<file path="config.mk">
export PLATFORM = sky130hd
export DESIGN_NAME = cel_front
export DESIGN_NICKNAME = d
export VERILOG_FILES = /design/src/hw/rtl/cel_pkg.sv /design/src/hw/rtl/cel_front.sv
export SDC_FILE = /design/constraint.sdc
export NUM_CORES = 1
export LEC_CHECK = 0
export ABC_AREA = 1
export BUFFER_PORTS_ARGS = -buffer_cell sky130_fd_sc_hd__buf_2
export CAP_MARGIN = 20
export CELL_PAD_IN_SITES_DETAIL_PLACEMENT = 1
export CELL_PAD_IN_SITES_GLOBAL_PLACEMENT = 2
export CORE_MARGIN = 2
export CORE_UTILIZATION = 29
export DETAILED_ROUTE_END_ITERATION = 12
export GPL_TIMING_DRIVEN = 0
export PLACE_DENSITY = 0.84
export SYNTH_ARGS = -nofsm -noshare
export SYNTH_HDL_FRONTEND = slang
export SYNTH_SLANG_ARGS = --single-unit
</file>
<file path="constraint.sdc">
create_clock -name clk -period 4.69 [get_ports clk]
set_input_delay 0.938 -clock clk [delete_from_list [all_inputs] [get_ports clk]]
set_output_delay 0.938 -clock clk [all_outputs]
set_load 0.01 [all_outputs]
</file>
<file path="src/hw/rtl/cel_pkg.sv">
`timescale 1ns / 1ps
// ---------------------------------------------------------------------------
// cel_pkg
// Shared types and constants of the cross-entropy loss and gradient block.
// ---------------------------------------------------------------------------
package cel_pkg;

  localparam int FRAC_BITS   = 24;
  localparam int VAL_W       = 25;
  localparam int GRAD_W      = 26;
  localparam int LOSS_W      = 38;
  localparam int CFG_IDX_W   = 2;
  localparam int CFG_DATA_W  = 32;
  localparam int CC_W        = 11;
  localparam int RC_W        = 17;

  localparam int DEF_MAX_CLASSES = 1024;
  localparam int DEF_MAX_ROWS    = 65536;

  localparam logic [CFG_IDX_W-1:0] REG_CLASS_COUNT = 2'd0;
  localparam logic [CFG_IDX_W-1:0] REG_ROW_COUNT   = 2'd1;
  localparam logic [CFG_IDX_W-1:0] REG_EMIT_GRAD   = 2'd2;

  localparam logic [CC_W-1:0] CLASS_COUNT_RST = 11'd10;
  localparam logic [RC_W-1:0] ROW_COUNT_RST   = 17'd1;

  localparam longint ONE_FIX  = 64'd1 << FRAC_BITS;
  localparam longint EPS_RAW  = (ONE_FIX + 64'd500000) / 64'd1000000;
  localparam logic [VAL_W-1:0] EPS_VAL = (EPS_RAW == 0) ? VAL_W'(1) : VAL_W'(EPS_RAW);
  localparam logic [VAL_W-1:0] ONE_VAL = VAL_W'(ONE_FIX);

  localparam logic [29:0] LN2_Q30 = 30'd744261118;
  localparam logic [LOSS_W-1:0] LOSS_MAX = '1;

  typedef struct packed {
    logic [VAL_W-1:0]         q;
    logic [VAL_W-1:0]         label;
    logic signed [GRAD_W-1:0] gradient;
    logic                     gradient_valid;
    logic                     row_end;
    logic                     batch_end;
    logic                     emits;
  } ent_t;

endpackage

</file>
<file path="src/hw/rtl/cel_front.sv">
`timescale 1ns / 1ps
// ---------------------------------------------------------------------------
// cel_front
// Register file, row/batch position tracking and element classification.
// ---------------------------------------------------------------------------
module cel_front #(
  parameter int MAX_CLASSES = cel_pkg::DEF_MAX_CLASSES,
  parameter int MAX_ROWS    = cel_pkg::DEF_MAX_ROWS
) (
  input  logic                         clk,
  input  logic                         rst_n,
  input  logic                         in_valid,
  output logic                         in_ready,
  input  logic [cel_pkg::VAL_W-1:0]     in_probability,
  input  logic [cel_pkg::VAL_W-1:0]     in_label,
  input  logic                         cfg_valid,
  output logic                         cfg_ready,
  input  logic [cel_pkg::CFG_IDX_W-1:0] cfg_index,
  input  logic [cel_pkg::CFG_DATA_W-1:0] cfg_data,
  output logic                         push_valid,
  input  logic                         push_ready,
  output cel_pkg::ent_t                push_ent
);
  import cel_pkg::*;

  localparam int CPW = (MAX_CLASSES > 1) ? $clog2(MAX_CLASSES) : 1;
  localparam int RPW = (MAX_ROWS > 1) ? $clog2(MAX_ROWS) : 1;
  localparam int CW  = CPW + 1;
  localparam int RW  = RPW + 1;

  logic [CC_W-1:0] class_count_r;
  logic [RC_W-1:0] row_count_r;
  logic            emit_grad_r;
  logic [CPW-1:0]  cpos_r, cpos_nxt;
  logic [RPW-1:0]  rpos_r, rpos_nxt;
  logic [CW-1:0]   cc;
  logic [RW-1:0]   rc;
  logic            row_end, batch_end, take;
  logic [VAL_W-1:0] q;

  always_comb begin
    if (class_count_r == '0) cc = CW'(1);
    else if (32'(class_count_r) > 32'(MAX_CLASSES)) cc = CW'(MAX_CLASSES);
    else cc = CW'(class_count_r);
    if (row_count_r == '0) rc = RW'(1);
    else if (32'(row_count_r) > 32'(MAX_ROWS)) rc = RW'(MAX_ROWS);
    else rc = RW'(row_count_r);
  end

  assign row_end   = ({1'b0, cpos_r} + CW'(1)) >= cc;
  assign batch_end = row_end && (({1'b0, rpos_r} + RW'(1)) >= rc);

  always_comb begin
    q = (in_probability == '0) ? EPS_VAL : in_probability;
    if (q > ONE_VAL) q = ONE_VAL;
  end

  assign in_ready   = push_ready;
  assign push_valid = in_valid;
  assign take       = in_valid && push_ready;
  assign cfg_ready  = 1'b1;

  always_comb begin
    push_ent.q              = q;
    push_ent.label          = in_label;
    push_ent.gradient       = emit_grad_r
                            ? ($signed({1'b0, in_probability}) - $signed({1'b0, in_label}))
                            : '0;
    push_ent.gradient_valid = emit_grad_r;
    push_ent.row_end        = row_end;
    push_ent.batch_end      = batch_end;
    push_ent.emits          = emit_grad_r || row_end;
  end

  always_comb begin
    cpos_nxt = cpos_r;
    rpos_nxt = rpos_r;
    if (take) begin
      if (row_end) begin
        cpos_nxt = '0;
        rpos_nxt = batch_end ? '0 : rpos_r + RPW'(1);
      end else begin
        cpos_nxt = cpos_r + CPW'(1);
      end
    end
  end

  always_ff @(posedge clk) begin
    if (!rst_n) begin
      class_count_r <= CLASS_COUNT_RST;
      row_count_r   <= ROW_COUNT_RST;
      emit_grad_r   <= 1'b1;
      cpos_r        <= '0;
      rpos_r        <= '0;
    end else begin
      cpos_r <= cpos_nxt;
      rpos_r <= rpos_nxt;
      if (cfg_valid) begin
        case (cfg_index)
          REG_CLASS_COUNT: class_count_r <= cfg_data[CC_W-1:0];
          REG_ROW_COUNT:   row_count_r   <= cfg_data[RC_W-1:0];
          REG_EMIT_GRAD:   emit_grad_r   <= cfg_data[0];
          default: ;
        endcase
      end
    end
  end

endmodule

</file>
Word level (Yosys, flattened, before mapping)
Index checks and enable logic that the tools add are counted.

Mux-type cells: 9. Multiply operators: 0. Div/mod/pow operators: 0. Equal/unequal tests: 2. Bitwise operators: 0. Order comparisons: 5. Reduce and logical (&&, ||, !) cells: 11. Add/subtract/negate cells: 5. Shift-type cells: 0.

Operators with widths (count): 2-to-1 mux 25 bit (2); 2-to-1 mux 17 bit (2); 2-to-1 mux 26 bit (1); subtractor 25 x 25 -> 26 bit (1); > comparator 25 bit, second input constant (1); logical NOT 25 bit (1); 2-to-1 mux 11 bit (2); adder 16 x 1 -> 17 bit, second input constant (1); >= comparator 17 bit (1); > comparator 17 bit, second input constant (1); logical NOT 17 bit (1); adder 16 x 1 -> 16 bit, second input constant (1); 2-to-1 mux 16 bit (1); adder 10 x 1 -> 11 bit, second input constant (1); >= comparator 11 bit (1); > comparator 11 bit, second input constant (1); logical NOT 11 bit (1); adder 10 x 1 -> 10 bit, second input constant (1); 2-to-1 mux 10 bit (1); AND reduction 2 bit (4); == test 2 x 1 -> 1 bit, second input constant (1); == test 2 bit, second input constant (1); logical AND 1 bit (2); logical NOT 2 bit (1); logical OR 1 bit (1).

Logic and storage cells: 37. RAM bits: 0. Bits of input ports: 89. Flip-flop bits (word level): 55. Memories: 0. Memory bits (read-only): 0. Bits in latches: 0. Output and inout bits: 83.

Longest topological paths before layout
Gate-level depths: netlist (run 1).

Word-level depth: 6. Depth in mapped cells: 19. Mapped depth without buffers: 18.

Least setup slack after synthesis (run 1)
Ideal clock, no wire load.

Kind: input to output. Start point: input port in_probability[0] (netlist bit). End point: output port push_ent[24] (netlist bit). Arrival: 2560 ps. Slack: 1192 ps. Cell stages on the path: 17. Buffers on the path: 0. Data required time: 3752 ps. Cell sequence: inv_1 ha_1 inv_1 fa_1 nand2_1 nand2_1 o21ai_1 inv_1 nand2_1 nand2_1 nand2_1 nand2_1 nand2_1 nand2_1 nand2_1 nand2_1 nor2_1.

RTL lines: start, declared (RTL line cel_front.sv:14) `input logic [cel_pkg::VAL_W-1:0] in_probability,`; end, declared (RTL line cel_front.sv:22) `output cel_pkg::ent_t push_ent`.

Worst setup path in the final report (run 1)
Start point: register rpos_r[0]. End point: output port push_ent[1] (netlist bit).

Word-level cells in the longest chain between the ends: 3.

Ends and longest elaborated chain: start, declared (RTL line cel_front.sv:35) `logic [RPW-1:0] rpos_r, rpos_nxt;`; start signal, assigned (RTL line cel_front.sv:97) `rpos_r <= rpos_nxt;`; adder 16 x 1 -> 17 bit (RTL line cel_front.sv:51) `assign batch_end = row_end && (({1'b0, rpos_r} + RW'(1)) >= rc);`; >= comparator 17 bit (RTL line cel_front.sv:51); logical AND 1 bit (RTL line cel_front.sv:51).

Every way passes these cells.

==> out/results.ini, run 1 <==
[run]
max_cap_viol_count = 0

[global_routing]
grt_antenna_before_repair = 0
grt_overflow = 0
grt_pass1_wl_um = 31800
grt_max_degree = 18
grt_usage = 0.192
grt_pass1_vias = 6360

[routing]
viasPerCell = 4.71
wl_um = 20200
drtAntennaViolNets = 0
drtIter0Drc = 254
firstDrtPassIters = 4
vias = 6418
drc = 0
wire_per_inst_um = 14.8

[placed_design]
hpwl_um = 17500
gp_congestion = 0.832
dp_slack_ps = 652
io_buffers = 155

[cells_and_area]
drive_gt1_frac = 0.206
fill_cells = 2649
layout.nets = 1243
syn_to_final_growth_pct = 22.7
n_antenna_cell = 0

[critical_path]
crit_path_end_kind = output port
required_ps = 3750
arrival_ps = 3310
cp_max_fo = 5
critPathKind = reg2out
worst_setup_path_start_kind = register

[floorplanning]
initial_utilization = 0.295
die_w_um = 145
coreArea_mm2 = 0.0195
rows = 51
die_y_um = 145
io_pins = 172
die-area_mm2 = 0.0209

[worst_hold_path]
hold_class = reg2reg

[power_and_ir_drop]
vdd_drop_max_uv = 143
p_per_area_mw_per_mm2 = 221
p_leak_nw = 3.66

[yosys]
yosys.area.top_type = dfxtp_1
syn_inst = 936
yosysMostFrequentCell = nand2_1
synthTopCellsByCount = 215 x nand2_1, 121 x inv_1, 120 x nor2_1, 89 x a21oi_1
ys_seq_area_frac = 0.192
ys.flop_type = dfxtp_1
synth.top_cell.area_share = 0.192
synth.net_count = 1081
synth_edf_count = 0
synthArstFlopShare = 0
yosysWarningCount = 0
ys_ff_latch = 55
synth_cell_types = 46
syn-cell-area_mm2 = 0.00573
synth_area_leaders = dfxtp_1 19%, nand2_1 14%, ha_1 12%, inv_1 7.9%, nor2_1 7.9%
synth_area_per_cell_um2 = 6.13

[sta]
grt_setup_unrepaired = no
fin_crit_sh = 0.906
clock.fmax_mhz = 235
setup_tns_ps = 0
relSlewSlack = 0.582
hold_viol = 0
period_minus_slack_ps = 4250
drv_slew = 0
fin_ws_ps = 441
tightest_slew_ps = 627
setup_viol_count_final = 0
final.setup_skew_ps = 5.44

[clock_network]
postCtsHoldBufs = 0
cts_buffer_depth = 2
cts_inserted_buffers = 5
htree_levels = 2
clock_sinks = 55
cts_setup_buffers = 0
clk_latency_ps = 300
clockRootBuffer = clkbuf_16
cts-resized-gates = 0
clk_pin_slew_worst_paths_ps = 70
cts_tree = built

[outcome]
status = complete, no violations

through the flow:
step | util | std cells | cell area, µm² | hold slack (ps) | power, W
after CTS | 0.361 | 1364 | 7030 | 482 | 0.00157
after global routing | 0.361 | 1364 | 7030 | 503 | 0.00167
after global placement | 0.352 | 1356 | 6840 | 455 | 0.00108
final | 0.361 | 1364 | 7030 | 472 | 0.00155
after floorplan | - | 936 | 5730 | 444 | 0.000859
after detailed placement | 0.352 | 1356 | 6840 | 469 | 0.00108
per-layer routing:
layer  wire, µm  track usage  up-vias
li1           -            -     3332
met1       9510        0.245     2929
met2       9470        0.350      144
met3       1020       0.0215       13
met4        208       0.0327        0
met5          0            0        -
worst max-delay path, stage by stage, from the launching register on:
cell	delay [ps]
dfxtp_1	430
ha_1	230
nand3_1	170
inv_1	140
nand3_1	130
nand3b_1	180
nor3b_1	290
ha_1	330
nand2_1	90
inv_1	50
nand2_1	70
nand2_1	50
a21oi_1	130
nand3_1	180
o21ai_0	200
inv_1	60
buf_4	130
buf_2	130
path summary, 6_finish.rpt:
kind / start / to / slack (ps) / cells past startpoint
setup / recovery: rpos_r[0] / push_ent[1] / 440 / 17
hold / removal: class_count_r[7] / class_count_r[7] / 470 / 2
setup reg to reg: rpos_r[0] / rpos_r[12] / 1530 / 17
hold reg to reg: class_count_r[7] / class_count_r[7] / 470 / 2
cells in the final DEF (no fill, tap or decap), types with 5 or more instances in the layout:
master     Yosys  routed
buf_4         31      31
nand2_1      215     215
clkbuf_16      0       5
dfxtp_1       55      55
nand4_1       18      18
nor4_1         7       7
nor2_1       120     120
a21oi_1       89      89
nand3_1       49      49
xor2_1        21      21
buf_2          4     159
o21ai_1        6       6
inv_1        121     121
clkbuf_1      15      15
nor3_1        14      14
ha_1          55      55
o21ai_0       48      48
registers in the layout, indices dropped and copies added (netlist names):
register and cells:
rpos_r 16, row_count_r 17, class_count_r 11, emit_grad_r 1
cpos_r 10
kinds of logic after synthesis:
kind of cell	count (synthesis)	share of synthesized area
simple gates	446	0.338
compound gates	172	0.163
other cells	1	0.000654
buf+inv	181	0.145
fa+ha+maj	56	0.124
xor+xnor	25	0.0382
flops	55	0.192
power by group:
part	switching [W]	internal, W	leakage, nW
combinational	0.000357	0.000216	3.12
sequential	0.0000118	0.000481	0.447
clock	0.000183	0.000306	0.0900
layout make-up:
class	instances	area, µm²	share of cell area
buffer	53	343	0.0487
sequential	55	1100	0.157
timing repair buffer	155	776	0.110
clock inverter	3	67.6	0.00961
inverter	128	487	0.0692
multi-input combinational	700	3800	0.541
tap	265	332	0.0471
clock buffer	5	125	0.0178
Note: power is estimated with default switching activity, not from simulation.
==> run 2: changes to the inputs <==
--- a/config.mk
+++ b/config.mk
@@ -5,16 +5,15 @@
 export SDC_FILE = /design/constraint.sdc
 export NUM_CORES = 1
 export LEC_CHECK = 0
-export ABC_AREA = 1
 export BUFFER_PORTS_ARGS = -buffer_cell sky130_fd_sc_hd__buf_2
 export CAP_MARGIN = 20
 export CELL_PAD_IN_SITES_DETAIL_PLACEMENT = 1
 export CELL_PAD_IN_SITES_GLOBAL_PLACEMENT = 2
 export CORE_MARGIN = 2
-export CORE_UTILIZATION = 29
+export CORE_UTILIZATION = 30
 export DETAILED_ROUTE_END_ITERATION = 12
 export GPL_TIMING_DRIVEN = 0
-export PLACE_DENSITY = 0.84
+export PLACE_DENSITY = 0.82
 export SYNTH_ARGS = -nofsm -noshare
 export SYNTH_HDL_FRONTEND = slang
 export SYNTH_SLANG_ARGS = --single-unit
==> out/results.ini, run 2 <==
[outcome]
status = complete, no violations

[yosys]
synth_area_leaders = dfxtp_1 20%, ha_1 13%, nand2_1 8.9%, buf_4 4.5%, xnor2_1 4.0%
synth_cell_types = 65
synth_edf_count = 0
synth_area_per_cell_um2 = 7.47
ys_seq_area_frac = 0.202
yosysWarningCount = 0
synthArstFlopShare = 0
synth.top_cell.area_share = 0.202
ys.flop_type = dfxtp_1
synth.net_count = 876
syn-cell-area_mm2 = 0.00546
ys_ff_latch = 55
yosys.area.top_type = dfxtp_1
yosysMostFrequentCell = nand2_1
synthTopCellsByCount = 130 x nand2_1, 55 x dfxtp_1, 55 x ha_1, 40 x inv_1, 35 x a21oi_1
syn_inst = 731

[clock_network]
cts_tree = built
clock_sinks = 55
cts_inserted_buffers = 5
clk_latency_ps = 300
cts_buffer_depth = 2
clk_pin_slew_worst_paths_ps = 70
clockRootBuffer = clkbuf_16
htree_levels = 2

[floorplanning]
die_y_um = 139
io_pins = 172
initial_utilization = 0.305
die_w_um = 139
die-area_mm2 = 0.0193
coreArea_mm2 = 0.0179
rows = 49

[routing]
top_layer_used = met4
vias = 5585
viasPerCell = 4.96
wl_met1_um = 8130
drtAntennaViolNets = 0
dr_wl_met2_um = 8190
drtIter0Drc = 121
wire_per_inst_um = 15.3
wl_um = 17200
firstDrtPassIters = 4
drc = 0
wl_met3_um = 691

[critical_path]
arrival_ps = 3560
critPathKind = in2out
crit_path_end_kind = output port
required_ps = 3750
worst_setup_path_start_kind = input pin
cp_max_fo = 3

[sta]
relSlewSlack = 0.606
hold_viol = 0
period_minus_slack_ps = 4500
final.setup_skew_ps = 6.35
tightest_slew_ps = 592
fin_crit_sh = 0.959
hold_slack_ps = 484
clock.fmax_mhz = 222
drv_slew = 0
setup_viol_count_final = 0

[cells_and_area]
most-common-layout-cells = 158 x buf_2, 130 x nand2_1, 55 x ha_1
layout.nets = 1041
drive_gt1_frac = 0.243
largest_reg_flops = 17
mostFrequentLayoutCell = buf_2
largest_register = row_count_r
layout.cells.non_filler = 1126
n_antenna_cell = 0
reg_top3 = row_count_r x17, rpos_r x16, class_count_r x11
syn_to_final_growth_pct = 23.4

[global_routing]
grt_usage = 0.175
grt_max_degree = 17
grt_antenna_before_repair = 0
grt_pass1_vias = 5627
grt_pass1_wl_um = 28500
grt_overflow = 0

[run]
max_cap_viol_count = 0

[placed_design]
io_buffers = 155
gp_congestion = 0.792
dp.cells = 1115
hpwl_um = 14400

[power_and_ir_drop]
p_per_area_mw_per_mm2 = 218
p_leak_nw = 3.15
vdd_drop_max_uv = 161

[worst_hold_path]
hold_class = reg2reg

run 2: worst max-delay path: stages:
cell,delay (ps)
buf_2,120
inv_1,60
ha_1,160
inv_1,60
fa_1,460
a211oi_2,300
o21ai_1,170
a221oi_2,350
o21ai_1,220
a31oi_1,250
mux2i_1,290
buf_2,180
run 2: stage by stage:
step / TNS [ps] / util / worst slack [ps] / power, W / instance area, µm²
6_report: 0 / 0.376 / 194 / 0.00147 / 6730
3_3_place_gp: 0 / 0.364 / 198 / 0.00103 / 6520
5_1_grt: -4.87 / 0.376 / -4.87 / 0.00155 / 6730
4_1_cts: 0 / 0.374 / 4.72 / 0.00148 / 6700
2_1_floorplan: 0 / - / 815 / 0.000834 / 5460
3_5_place_dp: 0 / 0.364 / 116 / 0.00103 / 6520
run 2: routing by layer:
layer  track usage  vias up
met1         0.231     2593
li1              -     2860
met5             0        -
met4        0.0308        0
met3        0.0200       11
met2         0.311      121
run 2: area by class of cell:
| class | instances | area, µm² |
|---|---|---|
| fillers | 2309 | 11200 |
| multi-input cells | 580 | 3880 |
| flip-flops and latches | 55 | 1100 |
| repair buffers | 158 | 798 |
| plain buffers | 55 | 342 |
| well taps | 229 | 287 |
| inverters | 41 | 154 |
| clock buffers | 6 | 139 |
| clock inverters | 2 | 35.0 |
run 2: path summary, 6_finish.rpt:
check / start / to / slack, ps / cells past startpoint
max: in_probability[0] / push_ent[26] / 190 / 12
min: row_count_r[9] / row_count_r[9] / 480 / 2
max reg2reg: cpos_r[0] / rpos_r[15] / 1340 / 12
min reg2reg: row_count_r[9] / row_count_r[9] / 480 / 2
run 2: kinds of logic (layout without fill, tap and decap cells):
family / Yosys count / after routing / share of synthesized area
compound gates: 172 / 172 / 0.224
other cells: 1 / 1 / 0.000687
mux: 6 / 6 / 0.0110
flops: 55 / 55 / 0.202
buf+inv: 96 / 262 / 0.0908
fa+ha+maj: 57 / 57 / 0.132
simple gates: 307 / 307 / 0.281
xor+xnor: 37 / 37 / 0.0594
run 2: repair_timing:
action / CTS / global route
gates resized for setup: 1 / 3
buffers inserted: 0 / 3
hold endpoints to repair: 0 / 0
pin swaps: 0 / 1
hold buffers: 0 / 0
setup endpoints to repair: 1 / 2
run 2: where the power goes:
part	switching [W]	leakage, nW	internal [W]
clock network	0.000180	0.0868	0.000266
registers	0.00000974	0.446	0.000477
logic	0.000301	2.62	0.000232
==> run 3: changes to the inputs <==
--- a/config.mk
+++ b/config.mk
@@ -5,7 +5,7 @@
 export SDC_FILE = /design/constraint.sdc
 export NUM_CORES = 1
 export LEC_CHECK = 0
-export BUFFER_PORTS_ARGS = -buffer_cell sky130_fd_sc_hd__buf_2
+export BUFFER_PORTS_ARGS = -buffer_cell sky130_fd_sc_hd__buf_4
 export CAP_MARGIN = 20
 export CELL_PAD_IN_SITES_DETAIL_PLACEMENT = 1
 export CELL_PAD_IN_SITES_GLOBAL_PLACEMENT = 2
@@ -17,3 +17,4 @@
 export SYNTH_ARGS = -nofsm -noshare
 export SYNTH_HDL_FRONTEND = slang
 export SYNTH_SLANG_ARGS = --single-unit
+export TNS_END_PERCENT = 5
==> out/results.ini, run 3 (synthesis results as in run 2) <==
[sta]
relSlewSlack = 0.603
period_minus_slack_ps = 4460
setup_viol_count_final = 0
hold_viol = 0
tightest_slew_ps = 590
final.setup_skew_ps = 8.23
drv_slew = 0
fin_crit_sh = 0.950
grt_setup_unrepaired = no
clock.fmax_mhz = 224
setup_tns_ps = 0

[cells_and_area]
fill_cells = 2272
layout.cells.non_filler = 1125
syn_to_final_growth_pct = 30.3
reg_top3 = row_count_r x17, rpos_r x16, class_count_r x11
mostFrequentLayoutCell = buf_4
largest_reg_flops = 17
layout.nets = 1040
drive_gt1_frac = 0.243
most-common-layout-cells = 190 x buf_4, 130 x nand2_1, 55 x ha_1
n_antenna_cell = 0
largest_register = row_count_r

[routing]
viasPerCell = 4.95
vias = 5573
wl_um = 17400
drtAntennaViolNets = 0
wire_per_inst_um = 15.5
drtIter0Drc = 193
drc = 0
firstDrtPassIters = 4

[global_routing]
use_met2 = 0.316
use_met1 = 0.237
grt_max_degree = 18
grt_antenna_before_repair = 0
grt_pass1_vias = 5605
grt_overflow = 0
grt_use_met3 = 0.0180
grt_usage = 0.177
busiest_layer = met2
grt_pass1_wl_um = 28700

[critical_path]
worst_setup_path_start_kind = register
cp_max_fo = 10
critPathKind = reg2out
crit_slowest_cell = dfxtp_1
path_cells = nand4_1, nor2_1, nand4_1, xnor2_1, ha_1, and4_1, nor3b_1, a211oi_4, nand3_4, buf_2, and2_1, buf_4, buf_4
slowest_delay_ps = 450
crit_family = simple AND/OR/NAND/NOR gates
arrival_ps = 3520
required_ps = 3750
cp.buffers_inverters = 3
crit_path_end_kind = output port

[floorplanning]
io_pins = 172
die_y_um = 139
rows = 49
coreArea_mm2 = 0.0179
initial_utilization = 0.305
die-area_mm2 = 0.0193
die_w_um = 139

[clock_network]
clk_pin_slew_worst_paths_ps = 80
postCtsHoldBufs = 0
clockRootBuffer = clkbuf_16
cts_tree = built
clock_sinks = 55
clk_latency_ps = 300
cts_inserted_buffers = 5
cts_buffer_depth = 2
htree_levels = 2

[placed_design]
io_buffers = 155
gp_congestion = 0.786
dp.cells = 1115
hpwl_um = 14700

[worst_hold_path]
hold_class = reg2reg

[power_and_ir_drop]
vdd_drop_max_uv = 151
p_per_area_mw_per_mm2 = 213
p_leak_nw = 3.27

[run]
max_cap_viol_count = 0

[outcome]
status = complete, no violations

==> run 3: report_power, final <==
group / switching, W / internal [W] / total [W]
Combinational: 0.000307 / 0.000286 / 0.000593
Clock: 0.000181 / 0.000252 / 0.000433
Sequential: 0.00000994 / 0.000477 / 0.000487
Total: 0.000498 / 0.00102 / 0.00151
==> run 3: layout make-up <==
| cell class | instances | area (µm²) | share of cell area |
|---|---|---|---|
| multi-input combinational | 580 | 3880 | 0.545 |
| tap | 229 | 287 | 0.0403 |
| timing repair buffer | 157 | 1180 | 0.166 |
| clock buffer | 5 | 125 | 0.0176 |
| inverter | 41 | 154 | 0.0216 |
| sequential | 55 | 1100 | 0.155 |
| buffer | 55 | 342 | 0.0480 |
| clock inverter | 3 | 43.8 | 0.00616 |
==> run 3: worst register-to-register path, stage by stage, from the launching register on <==
cell	delay, ps
dfxtp_1	450
ha_1	260
and3_1	260
and3_1	290
xor2_1	180
ha_1	260
a21o_1	170
a221o_1	350
a41oi_2	280
o22ai_1	210
clkbuf_1	310
nand3b_1	170
a21boi_0	80
==> run 3: final timing paths <==
check        depth (start not counted)       startpoint         endpoint  slack (ps)
min                                  2  row_count_r[10]  row_count_r[10]         480
max                                 13        rpos_r[2]      push_ent[1]         230
max reg2reg                         12        cpos_r[0]       rpos_r[15]        1320
min reg2reg                          2  row_count_r[10]  row_count_r[10]         480
==> run 3: per-layer routing <==
metal,share of wire,vias up
met5,0,-
met3,0.035,10
met4,0.0068,0
met2,0.48,106
met1,0.48,2597
li1,-,2860
==> run 3: metrics by stage <==
step | hold slack (ps) | power (W) | util | area (µm²) | worst slack (ps)
detailed placement | 476 | 0.00109 | 0.386 | 6910 | 196
CTS | 488 | 0.00153 | 0.396 | 7080 | 56.7
finish | 482 | 0.00151 | 0.397 | 7110 | 235
floorplan | 452 | 0.000834 | - | 5460 | 815
global route | 509 | 0.00161 | 0.397 | 7110 | 9.23
global placement | 469 | 0.00109 | 0.386 | 6910 | 203
==> run 3: timing repair <==
action                                  4_1_cts  5_1_grt
pin swaps                                     0        1
endpoints found under the setup margin        1        2
gates resized for setup                       1        4
buffers inserted                              0        2
