$ cat config.mk
export PLATFORM = sky130hd
export DESIGN_NAME = cel_queue
export DESIGN_NICKNAME = d
export VERILOG_FILES = /design/src/hw/rtl/cel_pkg.sv /design/src/hw/rtl/cel_queue.sv
export SDC_FILE = /design/constraint.sdc
export NUM_CORES = 1
export LEC_CHECK = 0
export BUFFER_PORTS_ARGS = -buffer_cell sky130_fd_sc_hd__buf_2
export CAP_MARGIN = 5
export CORE_MARGIN = 2
export CORE_UTILIZATION = 52
export DETAILED_ROUTE_END_ITERATION = 10
export PLACE_DENSITY = 0.79
export SYNTH_ARGS = -nofsm -noshare
export SYNTH_HDL_FRONTEND = slang
export SYNTH_SLANG_ARGS = --single-unit
$ cat constraint.sdc
create_clock -name clk -period 9.75 [get_ports clk]
set_input_delay 0.975 -clock clk [delete_from_list [all_inputs] [get_ports clk]]
set_output_delay 0.975 -clock clk [all_outputs]
set_load 0.05 [all_outputs]
$ cat src/hw/rtl/cel_pkg.sv
`timescale 1ns / 1ps
// ---------------------------------------------------------------------------
// cel_pkg
// Shared types and constants of the cross-entropy loss and gradient block.
// ---------------------------------------------------------------------------
package cel_pkg;

  localparam int FRAC_BITS   = 24;
  localparam int VAL_W       = 25;
  localparam int GRAD_W      = 26;
  localparam int LOSS_W      = 38;
  localparam int CFG_IDX_W   = 2;
  localparam int CFG_DATA_W  = 32;
  localparam int CC_W        = 11;
  localparam int RC_W        = 17;

  localparam int DEF_MAX_CLASSES = 1024;
  localparam int DEF_MAX_ROWS    = 65536;

  localparam logic [CFG_IDX_W-1:0] REG_CLASS_COUNT = 2'd0;
  localparam logic [CFG_IDX_W-1:0] REG_ROW_COUNT   = 2'd1;
  localparam logic [CFG_IDX_W-1:0] REG_EMIT_GRAD   = 2'd2;

  localparam logic [CC_W-1:0] CLASS_COUNT_RST = 11'd10;
  localparam logic [RC_W-1:0] ROW_COUNT_RST   = 17'd1;

  localparam longint ONE_FIX  = 64'd1 << FRAC_BITS;
  localparam longint EPS_RAW  = (ONE_FIX + 64'd500000) / 64'd1000000;
  localparam logic [VAL_W-1:0] EPS_VAL = (EPS_RAW == 0) ? VAL_W'(1) : VAL_W'(EPS_RAW);
  localparam logic [VAL_W-1:0] ONE_VAL = VAL_W'(ONE_FIX);

  localparam logic [29:0] LN2_Q30 = 30'd744261118;
  localparam logic [LOSS_W-1:0] LOSS_MAX = '1;

  typedef struct packed {
    logic [VAL_W-1:0]         q;
    logic [VAL_W-1:0]         label;
    logic signed [GRAD_W-1:0] gradient;
    logic                     gradient_valid;
    logic                     row_end;
    logic                     batch_end;
    logic                     emits;
  } ent_t;

endpackage

$ cat src/hw/rtl/cel_queue.sv
`timescale 1ns / 1ps
// ---------------------------------------------------------------------------
// cel_queue
// Two-entry queue between classification and loss evaluation.
// ---------------------------------------------------------------------------
module cel_queue (
  input  logic          clk,
  input  logic          rst_n,
  input  logic          push_valid,
  output logic          push_ready,
  input  cel_pkg::ent_t push_ent,
  output logic          pop_valid,
  input  logic          pop_ready,
  output cel_pkg::ent_t pop_ent
);
  import cel_pkg::*;

  ent_t       slot0_r, slot1_r;
  logic [1:0] cnt_r, cnt_nxt;
  logic       do_push, do_pop;

  assign push_ready = (cnt_r != 2'd2);
  assign pop_valid  = (cnt_r != 2'd0);
  assign pop_ent    = slot0_r;
  assign do_push    = push_valid && push_ready;
  assign do_pop     = pop_valid && pop_ready;

  always_comb begin
    cnt_nxt = cnt_r;
    if (do_push && !do_pop) cnt_nxt = cnt_r + 2'd1;
    else if (!do_push && do_pop) cnt_nxt = cnt_r - 2'd1;
  end

  always_ff @(posedge clk) begin
    if (!rst_n) cnt_r <= '0;
    else cnt_r <= cnt_nxt;
  end

  always_ff @(posedge clk) begin
    if (do_pop) begin
      if (do_push && cnt_r == 2'd1) slot0_r <= push_ent;
      else slot0_r <= slot1_r;
    end else if (do_push) begin
      if (cnt_r == 2'd0) slot0_r <= push_ent;
      else slot1_r <= push_ent;
    end
  end

endmodule

# After elaboration in Yosys (flattened, before gate mapping)

Index checks and enable logic that the tools add are counted.

Equal/unequal tests: 2
Muxes and demuxes: 6
Bitwise logic cells: 2
$add $sub $neg: 2
Reduce and logical (&&, ||, !) cells: 14

Operators by type and width:

| kind                                                                  | number |
|---|---|
| 80-bit two-way mux                                                    | 4 |
| 2-bit nonzero test                                                    | 4 |
| 1-bit logical AND                                                     | 5 |
| 2-bit two-way mux                                                     | 2 |
| 3-bit AND reduction                                                   | 1 |
| 2-bit by 1-bit adder with 2-bit output, second input constant         | 1 |
| 2-bit by 1-bit equality test with 1-bit output, second input constant | 1 |
| 1-bit zero test                                                       | 2 |
| 2-bit zero test                                                       | 1 |
| 2-bit != test, second input constant                                  | 1 |
| 1-bit inverter                                                        | 2 |
| 2-bit AND reduction                                                   | 1 |
| 2-bit by 1-bit subtractor with 2-bit output, second input constant    | 1 |

Bits in registers: 162

# Longest topological paths before layout

Gate-level depths: netlist of the first run.

Word-level depth: 6
Gate-level depth with buffers: 7

# Worst setup path after synthesis of the first run

Ideal clock, no wire load.

Path type: input to register
Start point: in push_valid
End point: reg slot1_r[0] (netlist name), enable pin
Arrival: 7.113 ns
Setup time: 0.635 ns
Required time: 9.115 ns
Stages: 3
Path slack: 2.003 ns
Cells stage by stage: nor2b_1 -> buf_2 -> nor3b_1

Word-level cells in the longest chain between the ends: 2

Ends and longest elaborated chain:

| item                                 | line            | source |
|---|---|---|
| from (decl)                          | cel_queue.sv:9  | `input logic push_valid,` |
| 1-bit logical AND                    | cel_queue.sv:25 | `assign do_push = push_valid && push_ready;` |
| 3-bit AND reduction (no source line) | -               |  |
| to (signal assigned)                 | cel_queue.sv:45 | `else slot1_r <= push_ent;` |
| to (decl)                            | cel_queue.sv:18 | `ent_t slot0_r, slot1_r;` |

Every way passes these cells.
A chain may end at the register's enable or synchronous reset.

# Worst setup path after layout of the first run

Start point: reg cnt_r[0]
End point: reg slot0_r (netlist bit pop_ent[8]), data pin

Word-level cells in the longest chain between the ends: 5
Elaborated cells on any way between the ends: 8

Ends and longest elaborated chain:

| item                   | line            | source |
|---|---|---|
| from (decl)            | cel_queue.sv:19 | `logic [1:0] cnt_r, cnt_nxt;` |
| from (signal assigned) | cel_queue.sv:36 | `else cnt_r <= cnt_nxt;` |
| 2-bit != test          | cel_queue.sv:22 | `assign push_ready = (cnt_r != 2'd2);` |
| 1-bit logical AND      | cel_queue.sv:25 |  |
| 1-bit logical AND      | cel_queue.sv:41 | `if (do_push && cnt_r == 2'd1) slot0_r <= push_ent;` |
| 80-bit two-way mux     | cel_queue.sv:41 |  |
| 80-bit two-way mux *   | cel_queue.sv:40 | `if (do_pop) begin` |
| to (signal assigned)   | cel_queue.sv:41 |  |
| to (signal assigned)   | cel_queue.sv:42 | `else slot0_r <= slot1_r;` |
| to (signal assigned)   | cel_queue.sv:44 | `if (cnt_r == 2'd0) slot0_r <= push_ent;` |
| to (decl)              | cel_queue.sv:18 |  |

Mark *: on every way between the ends. The rest lies on a longest branch, timed or not.

==> qor.yml, run 1 <==
cts:
  clkTransAtPathRegs_ps: 60
  cts_hold_buf: 0
  cts_root_buffer: "clkbuf_16"
  htree_levels: 4
  cts_tree: "done"
  clockBufferDepth: 2
  cts_sinks: 162
  cts_made_buffers: 17
  cts_resized: 0
  cts_setup_buffers: 0
  insertion_delay_ps: 420
synthesis:
  synth_fp_nets: 358
  yosysWarnings: 0
  ys_ff_latch: 162
  yosysSeqAreaShare_pct: 80.97
  synth_area_leader_cell: "edfxtp_1"
  synth_top_area_share_pct: 80.30
  syn_inst: 271
  synthesis.area_um2: 5983
  ys_top_cells_by_area: "edfxtp_1, mux2_2, mux2_1"
  syn_avg_cell_area_um2: 22.08
  synth_cell_type_count: 19
placed_design:
  dpl.cell_count: 573
  gp_congestion: 0.7313
  dpl.hpwl_um: 7087
  post_dp_cell_area_um2: 6935
  portBuffers: 165
hold_path:
  hold_depth: 2
  hold_class: "register to register"
worst_setup_path:
  critPathLaunchType: "register"
  path_depth: 6
  critical_path_peak_fanout: 47
  critPathArrivalTime_ps: 3470
  crit_family: "compound AO/OA/AOI/OAI gates"
  cpMaxStageDelayCell: "a21oi_4"
  worst-setup-path-type: "register to register"
  crit_chain: "inv_1 -> ha_1 -> nand2b_1 -> a21oi_4 -> buf_4 -> mux2_2"
  ff2ff_path_depth: 6
  max_stage_delay_ps: 890
  worstPathRequired_ps: 9910
  crit_path_end_kind: "register"
  path_buf_inv: 2
drt:
  wl_per_cell_um: 17.89
  antenna_left: 0
  vias: 3167
  drt_iter0_markers: 215
  met1_length_um: 4474
  routed_wl_um: 10820
  drc_errors: 0
  topRoutingLayerUsed: "met4"
  wl_met2_um: 5520
  post_drt_via_cell_ratio: 5.235
  met3_length_um: 628
  dr.pass1.iters: 4
sta:
  fin_crit_sh_pct: 33.86
  clock_skew_ps: 4.787
  slew_viol_final: 0
  min_period_ps: 3301
  rsz0062_at_grt: "false"
  max-slew-margin-rel_pct: 26.94
  tns_ps: 0
  worst_pin_slew_ps: 1093
  whs_ps: 505.6
  setup_viol: 0
  final_hold_viol_count: 0
  clock.fmax_mhz: 302.9
power:
  vdd_ir_drop_max_v: 0.0003979
  leakage_uw: 0.002793
  p_per_area_nw_per_um2: 337.9
  p_total_uw: 2523
die:
  fp.dieH_um: 111.3
  dieWidth_um: 111.3
  boundaryPins: 166
  rows: 39
  initial_core_util_pct: 52.85
  core_area_um2: 11320
  die_area_um2: 12380
global_routing:
  grt_max_degree: 81
  grt_overflow: 0
  grt_pass1_vias: 3255
  grt_pass1_wl_um: 16840
  antenna_found_initial: 0
  grt_use_total_pct: 18.07
layout:
  finish.net_count: 536
  antennaDiodeCount: 0
  drive_gt1_share_pct: 58.44
  final_cells: 605
  area_delta_synth_final_pct: 24.78
  final_cell_area_um2: 7466
job:
  max_cap_viol_count: 0
run_status:
  outcome: "finished clean"
-- area by class of cell --
cell class / count / area (µm²)
Tap cell: 143 / 178.9
Clock inverter: 11 / 90.09
Fill cell: 818 / 3855
Inverter: 4 / 15.01
Timing Repair Buffer: 168 / 848.3
Multi-Input combinational cell: 96 / 1049
Sequential cell: 162 / 4845
Clock buffer: 21 / 440.4
-- tightest hold or removal path: stages, from the launching register on --
cell	delay (ps)
dfxtp_1	340
nand2_1	60
mux2i_1	60
-- stage by stage --
| stage | utilization (%) | setup WS, ps |
|---|---|---|
| after detailed placement | 61.26 | 6132 |
| final | 65.95 | 6449 |
| after global routing | 65.95 | 6266 |
| after global placement | 61.26 | 6231 |
| after CTS | 65.95 | 6391 |
| after floorplan | - | 2003 |
-- cell usage after synthesis, drive strengths merged --
master and n:
a21oi 1, a311o 1, and4 1, buf 9, dfxtp 2, edfxtp 160
ha 3, inv 4, mux2 80, mux2i 1, nand2 4, nand2b 1
nor2b 1, nor3b 1, nor4b 1, xor2 1
-- path summary, 6_finish.rpt --
kind / start / to / slack (ps)
max: cnt_r[0] / pop_ent[8] / 6450
min: cnt_r[0] / cnt_r[0] / 510
min reg2reg: cnt_r[0] / cnt_r[0] / 510
max reg2reg: cnt_r[0] / pop_ent[8] / 6450
-- routing by layer --
metal / vias to the layer above / GRT usage, %
met5: - / 0
li1: 1440 / -
met4: 0 / 9.053
met1: 1584 / 22.79
met2: 127 / 28.46
met3: 16 / 5.686
-- cell usage in the layout, fill, tap and decap left out, types with 2 or more instances in the layout --
cell type	instances
inv_1	4
dfxtp_1	2
clkinv_2	3
clkinvlp_4	5
clkbuf_1	4
edfxtp_1	160
ha_1	3
buf_2	165
buf_4	3
clkinv_1	2
mux2_1	7
nand2_1	3
mux2_2	73
clkbuf_16	17
-- logic make-up (layout without fill, tap and decap cells) --
family,count (synthesis),in the layout,share of synthesized area (%)
AOI/OAI and AO/OA,2,2,0.4392
xor gates and xnor gates,1,1,0.1464
adders and majority gates,3,3,0.6274
buffers and inverters,13,204,1.714
DFF,162,162,80.97
muxes,81,81,15.22
and+or+nand+nor,9,9,0.8785
-- report_power, final --
part	switching, µW	leakage, µW	internal [µW]	total, µW
clock network	249	0.000244	347	596
logic	679	0.00103	198	877
registers	40.7	0.00152	1010	1050
-- sequential cells by signal, summed over array words and instances (netlist names) --
register and flops:
slot1_r 80, cnt_r 2, pop_ent 80
Power figures use the tool's default switching activity.
==> run 2, diff against run 1 <==
- CORE_UTILIZATION: 52 -> 47
- PLACE_DENSITY: 0.79 -> 0.76
- clock period: 9.75 -> 2.8 ns (I/O delays scaled with it)
==> run 2 against run 1 <==
Against the previous run:
- die area is 10% higher
- combinational power rose to 3.6 times the previous value
- fmax increased by 46%
- core utilization fell by 4.6 points
- register-to-register slack worse by 5900 ps
- global-route usage decreased by 1.9 points
- sequential share of layout area down 1.8 points
- power rose to 3.7 times the previous value
- largest power group unchanged
- critical endpoint is now pop_ent[76]
==> qor.yml, run 2 (synthesis results as in run 1) <==
power:
  p_sw_share_pct: 36.80  # was 38.41%
  power.share.sequential_pct: 39.4  # was 41.6%
  vdd_ir_drop_max_v: 0.0007474  # was 0.0003979 V
  p_per_area_nw_per_um2: 1202  # was 337.9 nW/µm²
  p_total_uw: 9235  # was 2523 µW
  leakage_uw: 0.002890  # was 0.002793 µW
  power.net_switching_uw: 3398  # was 969.2 µW
  pwr-share-comb_pct: 34.2  # was 34.8%
  p_clk_share_pct: 26.3  # was 23.6%
  p_int_uw: 5837  # was 1554 µW
cts:
  clkTransAtPathRegs_ps: 60  # about the same
  insertion_delay_ps: 420  # about the same
  clockBufferDepth: 2  # unchanged
  cts_resized: 0  # unchanged
  cts_made_buffers: 17  # unchanged
  htree_levels: 4  # unchanged
  cts_setup_buffers: 0  # unchanged
  cts_tree: "done"  # unchanged
  cts_root_buffer: "clkbuf_16"  # unchanged
  cts_sinks: 162  # unchanged
  cts_hold_buf: 0  # unchanged
sta:
  whs_ps: 43.83  # was 505.6 ps
  slew_viol_final: 0  # unchanged
  final_hold_viol_count: 0  # unchanged
  max-slew-margin-rel_pct: 63.16  # was 26.94%
  rsz0062_at_grt: "false"  # unchanged
  min_period_ps: 2266  # was 3301 ps
  fin_crit_sh_pct: 80.95  # was 33.86%
  clock_skew_ps: 7.002  # was 4.787 ps
  fin_ws_ps: 533.5  # was 6449 ps
  clock.fmax_mhz: 441.2  # was 302.9 MHz
  worst_pin_slew_ps: 552.6  # was 1093 ps
  setup_viol: 0  # unchanged
drt:
  wl_per_cell_um: 16.96  # was 17.89 µm
  routed_wl_um: 10820  # about the same
  antenna_left: 0  # unchanged
  post_drt_via_cell_ratio: 4.839  # was 5.235
  drt_iter0_markers: 223  # was 215
  dr.pass1.iters: 6  # was 4
  vias: 3087  # was 3167
  drc_errors: 0  # unchanged
placed_design:
  dpl.hpwl_um: 7180  # was 7087 µm
  dpl.cell_count: 606  # was 573
  portBuffers: 165  # unchanged
  gp_congestion: 0.6822  # was 0.7313
  dp_slack_ps: 519.9  # was 6132 ps
  post_dp_cell_area_um2: 7059  # was 6935 µm²
global_routing:
  grt_use_total_pct: 16.15  # was 18.07%
  antenna_found_initial: 0  # unchanged
  grt_pass1_wl_um: 15950  # was 16840 µm
  grt_overflow: 0  # unchanged
  grt_max_degree: 44  # was 81
  grt_pass1_vias: 3193  # was 3255
worst_setup_path:
  crit_family: "buffers and inverters"  # was compound AO/OA/AOI/OAI gates
  critical_path_peak_fanout: 23  # was 47
  worstPathRequired_ps: 2960  # was 9910 ps
  path_buf_inv: 2  # unchanged
  r2r_slack_ps: 530  # was 6450 ps
  critPathArrivalTime_ps: 2430  # was 3470 ps
  crit_chain: "inv_1 -> ha_1 -> nand2b_1 -> a21oi_4 -> buf_4 -> mux2_2"  # unchanged
  critPathLaunchType: "register"  # unchanged
  cpMaxStageDelayCell: "dfxtp_1"  # was a21oi_4
  crit_path_end_kind: "register"  # unchanged
  worst-setup-path-type: "register to register"  # unchanged
  max_stage_delay_ps: 400  # was 890 ps
layout:
  regArea_um2: 4846  # was 4845 µm²
  multiInputGateArea_um2: 1067  # was 1049 µm²
  final_common_cell: "buf_2"  # unchanged
  finish.net_count: 540  # was 536
  drive_gt1_share_pct: 59.44  # was 58.44%
  final_cells: 638  # was 605
  final_cell_area_um2: 7681  # was 7466 µm²
  fillers: 949  # was 818
  antennaDiodeCount: 0  # unchanged
  area_delta_synth_final_pct: 28.38  # was 24.78%
  layout_common_cells: "buf_2, edfxtp_1, mux2_2"  # unchanged
die:
  rows: 41  # was 39
  boundaryPins: 166  # unchanged
  dieWidth_um: 116.8  # was 111.3 µm
  core_area_um2: 12520  # was 11320 µm²
  initial_core_util_pct: 47.80  # was 52.85%
  fp.dieH_um: 116.8  # was 111.3 µm
  die_area_um2: 13650  # was 12380 µm²
run_status:
  outcome: "finished clean"  # unchanged
job:
  max_cap_viol_count: 0  # unchanged
hold_path:
  hold_class: "input pin to register"  # was register to register
run 2: final timing paths:
kind,start,endpoint,depth (start not counted)
worst min-delay path,push_ent[36],slot1_r[36],1
worst max register to register,cnt_r[1],pop_ent[76],6
worst min register to register,cnt_r[0],cnt_r[0],2
worst max-delay path,cnt_r[1],pop_ent[76],6
run 2: area by class of cell:
class                      count  share of cell area [%]
clock buffer                  18                   5.587
timing repair buffer         172                   11.92
multi-input combinational     96                   13.89
sequential                   162                   63.09
tap                          172                   2.802
clock inverter                14                   2.509
inverter                       4                  0.1955
run 2: worst register-to-register path: stages (launching register included):
cell and delay [ps]:
dfxtp_1 400, inv_1 80, ha_1 240, nand2b_1 310
a21oi_4 240, buf_4 340, mux2_2 400
run 2: per-stage QoR:
step	setup TNS (ps)	util (%)
6_report	0	61.37
5_1_grt	0	61.37
4_1_cts	0	61.37
3_5_place_dp	0	56.40
3_3_place_gp	0	56.40
2_1_floorplan	-37930	-
run 2: power groups by stage:
stage | registers [µW] | clock network, µW | logic (µW)
after floorplan | 5220 | 0 | 924
after global placement | 3680 | 0 | 3140
after detailed placement | 3690 | 0 | 3200
after CTS | 3650 | 2490 | 3210
after global routing | 3700 | 2570 | 3340
final | 3640 | 2430 | 3160
run 2: per-layer routing:
metal  global-route usage (%)  part of all wire [%]  wire [µm]  up-vias
met2                    26.59                    50       5422      119
met3                    7.827                   8.2        890       15
met1                    18.18                    40       4338     1512
met4                    6.431                   1.5        167        0
met5                        0                     0          0        -
li1                         -                     -          -     1441
==> run 3, diff against run 2 <==
- ABC_AREA: not set -> 1
- CORE_UTILIZATION: 47 -> 52
- PLACE_DENSITY: 0.76 -> 0.79
- clock period: 2.8 -> 2.2 ns (I/O delays scaled with it)
==> run 3 against run 2 <==
Against the previous run:
- power up 27%
- hold slack worse by 27 ps
- clock skew about the same
- global-route usage up 4.3 points
- fmax up 11%
- flip-flop and latch count unchanged
- largest cell class unchanged
- highest routed layer unchanged
- critical path depth up 1
- die area down 5.4%
- clock power up 14%
- count of clock-buffer cells in the layout up 1
==> qor.yml, run 3 <==
cts:
  cts_sinks: 162  # unchanged
  cts_setup_buffers: 0  # unchanged
  cts_resized: 0  # unchanged
  insertion_delay_ps: 420  # about the same
  clkTransAtPathRegs_ps: 60  # about the same
  cts_tree: "done"  # unchanged
  htree_levels: 4  # unchanged
  cts_made_buffers: 17  # unchanged
  clockBufferDepth: 2  # unchanged
  cts_root_buffer: "clkbuf_16"  # unchanged
worst_setup_path:
  critical_path_peak_fanout: 102  # was 23
  worst-setup-path-type: "register to register"  # unchanged
  critPathLaunchType: "register"  # unchanged
  worstPathRequired_ps: 2340  # was 2960 ps
  critPathArrivalTime_ps: 2180  # was 2430 ps
  crit_path_end_kind: "register"  # unchanged
sta:
  rsz0062_at_grt: "false"  # unchanged
  whs_ps: 16.60  # was 43.83 ps
  slew_viol_final: 0  # unchanged
  min_period_ps: 2037  # was 2266 ps
  max-slew-margin-rel_pct: 50.62  # was 63.16%
  final_hold_viol_count: 0  # unchanged
  worst_pin_slew_ps: 738.0  # was 552.6 ps
  clock.fmax_mhz: 490.9  # was 441.2 MHz
  setup_viol: 0  # unchanged
  tns_ps: 0  # unchanged
  fin_crit_sh_pct: 92.59  # was 80.95%
  clock_skew_ps: 6.545  # was 7.002 ps
placed_design:
  portBuffers: 165  # unchanged
  gp_congestion: 0.7494  # was 0.6822
  dpl.hpwl_um: 7491  # was 7180 µm
power:
  p_per_area_nw_per_um2: 1367  # was 1202 nW/µm²
  pwr-share-comb_pct: 36.5  # was 34.2%
  p_sw_share_pct: 40.11  # was 36.80%
  power.share.sequential_pct: 40.0  # was 39.4%
  p_clk_share_pct: 23.5  # was 26.3%
  vdd_ir_drop_max_v: 0.0009394  # was 0.0007474 V
  leakage_uw: 0.003565  # was 0.002890 µW
  power.net_switching_uw: 4706  # was 3398 µW
  p_int_uw: 7029  # was 5837 µW
drt:
  dr.pass1.iters: 6  # unchanged
  post_drt_via_cell_ratio: 4.797  # was 4.839
  routed_wl_um: 12690  # was 10820 µm
  antenna_left: 0  # unchanged
  drt_iter0_markers: 257  # was 223
  wl_per_cell_um: 14.79  # was 16.96 µm
  drc_errors: 0  # unchanged
  vias: 4116  # was 3087
layout:
  layout_common_cells: "buf_2, edfxtp_1, nand2_1"  # was buf_2, edfxtp_1, mux2_2
  area_delta_synth_final_pct: 37.45  # was 28.38%
  final_common_cell: "buf_2"  # unchanged
  final_core_util_pct: 72.39  # was 61.37%
  drive_gt1_share_pct: 32.07  # was 59.44%
  finish.net_count: 786  # was 540
  fillers: 760  # was 949
  antennaDiodeCount: 0  # unchanged
synthesis:
  synth_cell_type_count: 18  # was 19
  yosys.area_share.simple_pct: 5.748  # was 0.8783%
  synth_top_family_by_area: "compound AO/OA/AOI/OAI gates"  # was multiplexers
  ys_ff_latch: 162  # unchanged
  synthArstFlopShare_pct: 0  # unchanged
  yosysWarnings: 0  # unchanged
  synthXorXnorAreaFrac_pct: 0  # was 0.1464%
  synthesis.area_um2: 6247  # was 5983 µm²
  synth_area_leader_cell: "edfxtp_1"  # unchanged
  synthAdderAreaFrac_pct: 0.6008  # was 0.6274%
  ys_top_cells_by_area: "edfxtp_1, inv_1, nand2_1"  # was edfxtp_1, mux2_2, mux2_1
  yosysSeqAreaShare_pct: 77.55  # was 80.97%
  ys_top_cells_by_count: "edfxtp_1, inv_1, nand2_1, o21ai_0, o21ai_2"  # was edfxtp_1, mux2_2, mux2_1, buf_6
  synth_fp_nets: 535  # was 358
  ys_dominant_reg_cell: "edfxtp_1"  # unchanged
  synth.most_common_cell: "edfxtp_1"  # unchanged
  synthMuxAreaShare_pct: 0  # was 15.22%
  synth_compound_area_share_pct: 8.111  # was 0.4391%
  synth_top_area_share_pct: 76.91  # was 80.30%
  syn_avg_cell_area_um2: 13.94  # was 22.08 µm²
  syn_inst: 448  # was 271
  synth-edff-count: 160  # unchanged
global_routing:
  antenna_found_initial: 0  # unchanged
  grt_pass1_vias: 4185  # was 3193
  grt_max_degree: 103  # was 44
  grt_use_total_pct: 20.45  # was 16.15%
  grt_overflow: 0  # unchanged
  grt_pass1_wl_um: 19950  # was 15950 µm
die:
  boundaryPins: 166  # unchanged
  dieWidth_um: 113.6  # was 116.8 µm
  die_area_um2: 12910  # was 13650 µm²
  initial_core_util_pct: 52.67  # was 47.80%
  core_area_um2: 11860  # was 12520 µm²
  rows: 40  # was 41
  fp.dieH_um: 113.6  # was 116.8 µm
job:
  max_cap_viol_count: 0  # unchanged
hold_path:
  hold_class: "input pin to register"  # unchanged
run_status:
  outcome: "finished clean"  # unchanged
run 3: changes by cell type after synthesis, sizes merged, moves of 3 or more:
cell	previous run	this run
mux2	80	0
o21ai	0	81
nor2	0	3
inv	4	88
nand2	4	88
clkbuf	0	6
run 3: cell families after synthesis:
kind of cell | after synthesis
flip-flops | 162
buffers and inverters | 105
AO/OA/AOI/OAI | 84
adder cells (fa/ha/maj) | 3
AND/OR/NAND/NOR | 94
run 3: critical path: stages (launching register included):
cell	delay, ps
dfxtp_1	400
inv_1	90
ha_1	260
inv_2	120
nand2_2	100
a21oi_4	190
buf_12	340
o21ai_0	170
run 3: layout make-up:
type / instances / area, µm² / area share, %
clock buffer: 19 / 432.9 / 5.042
clock inverter: 12 / 117.6 / 1.370
inverter: 88 / 334.1 / 3.890
multi-input combinational: 181 / 945.9 / 11.02
sequential: 162 / 4846 / 56.43
tap: 147 / 183.9 / 2.142
timing repair buffer: 249 / 1727 / 20.11
run 3: metrics by stage:
step | setup WS [ps] | cells | instance area (µm²) | power [µW]
6_report | 163.0 | 858 | 8587 | 11740
2_1_floorplan | -1032 | 448 | 6295 | 8006
4_1_cts | 147.5 | 857 | 8577 | 11780
3_3_place_gp | 241.7 | 749 | 7256 | 8821
5_1_grt | 3.202 | 858 | 8587 | 12220
3_5_place_dp | 153.8 | 749 | 7256 | 8924
run 3: what timing repair did:
item	4_1_cts	5_1_grt
endpoints found under the hold margin	77	1
hold buffers	77	1
endpoints found under the setup margin	0	0
run 3: worst paths after layout:
kind,from,end,slack [ps],depth (start not counted)
max,cnt_r[1],pop_ent[19],160,7
min,push_ent[67],slot1_r[67],20,1
max reg2reg,cnt_r[1],pop_ent[19],160,7
min reg2reg,slot1_r[69],pop_ent[69],520,2
run 3: power by group through the flow:
| stage | clock (µW) | combinational, µW | sequential, µW |
|---|---|---|---|
| floorplan | 0 | 1090 | 6920 |
| CTS | 2800 | 4290 | 4700 |
| detailed placement | 0 | 4180 | 4750 |
| global route | 2930 | 4520 | 4760 |
| finish | 2760 | 4280 | 4700 |
| global placement | 0 | 4100 | 4720 |
run 3: layer usage:
metal	GRT usage, %	routed length (µm)	up-vias
li1	-	-	2008
met1	23.67	5038	1924
met2	35.33	6571	160
met3	6.748	804	24
met4	8.211	279	0
met5	0	0	-
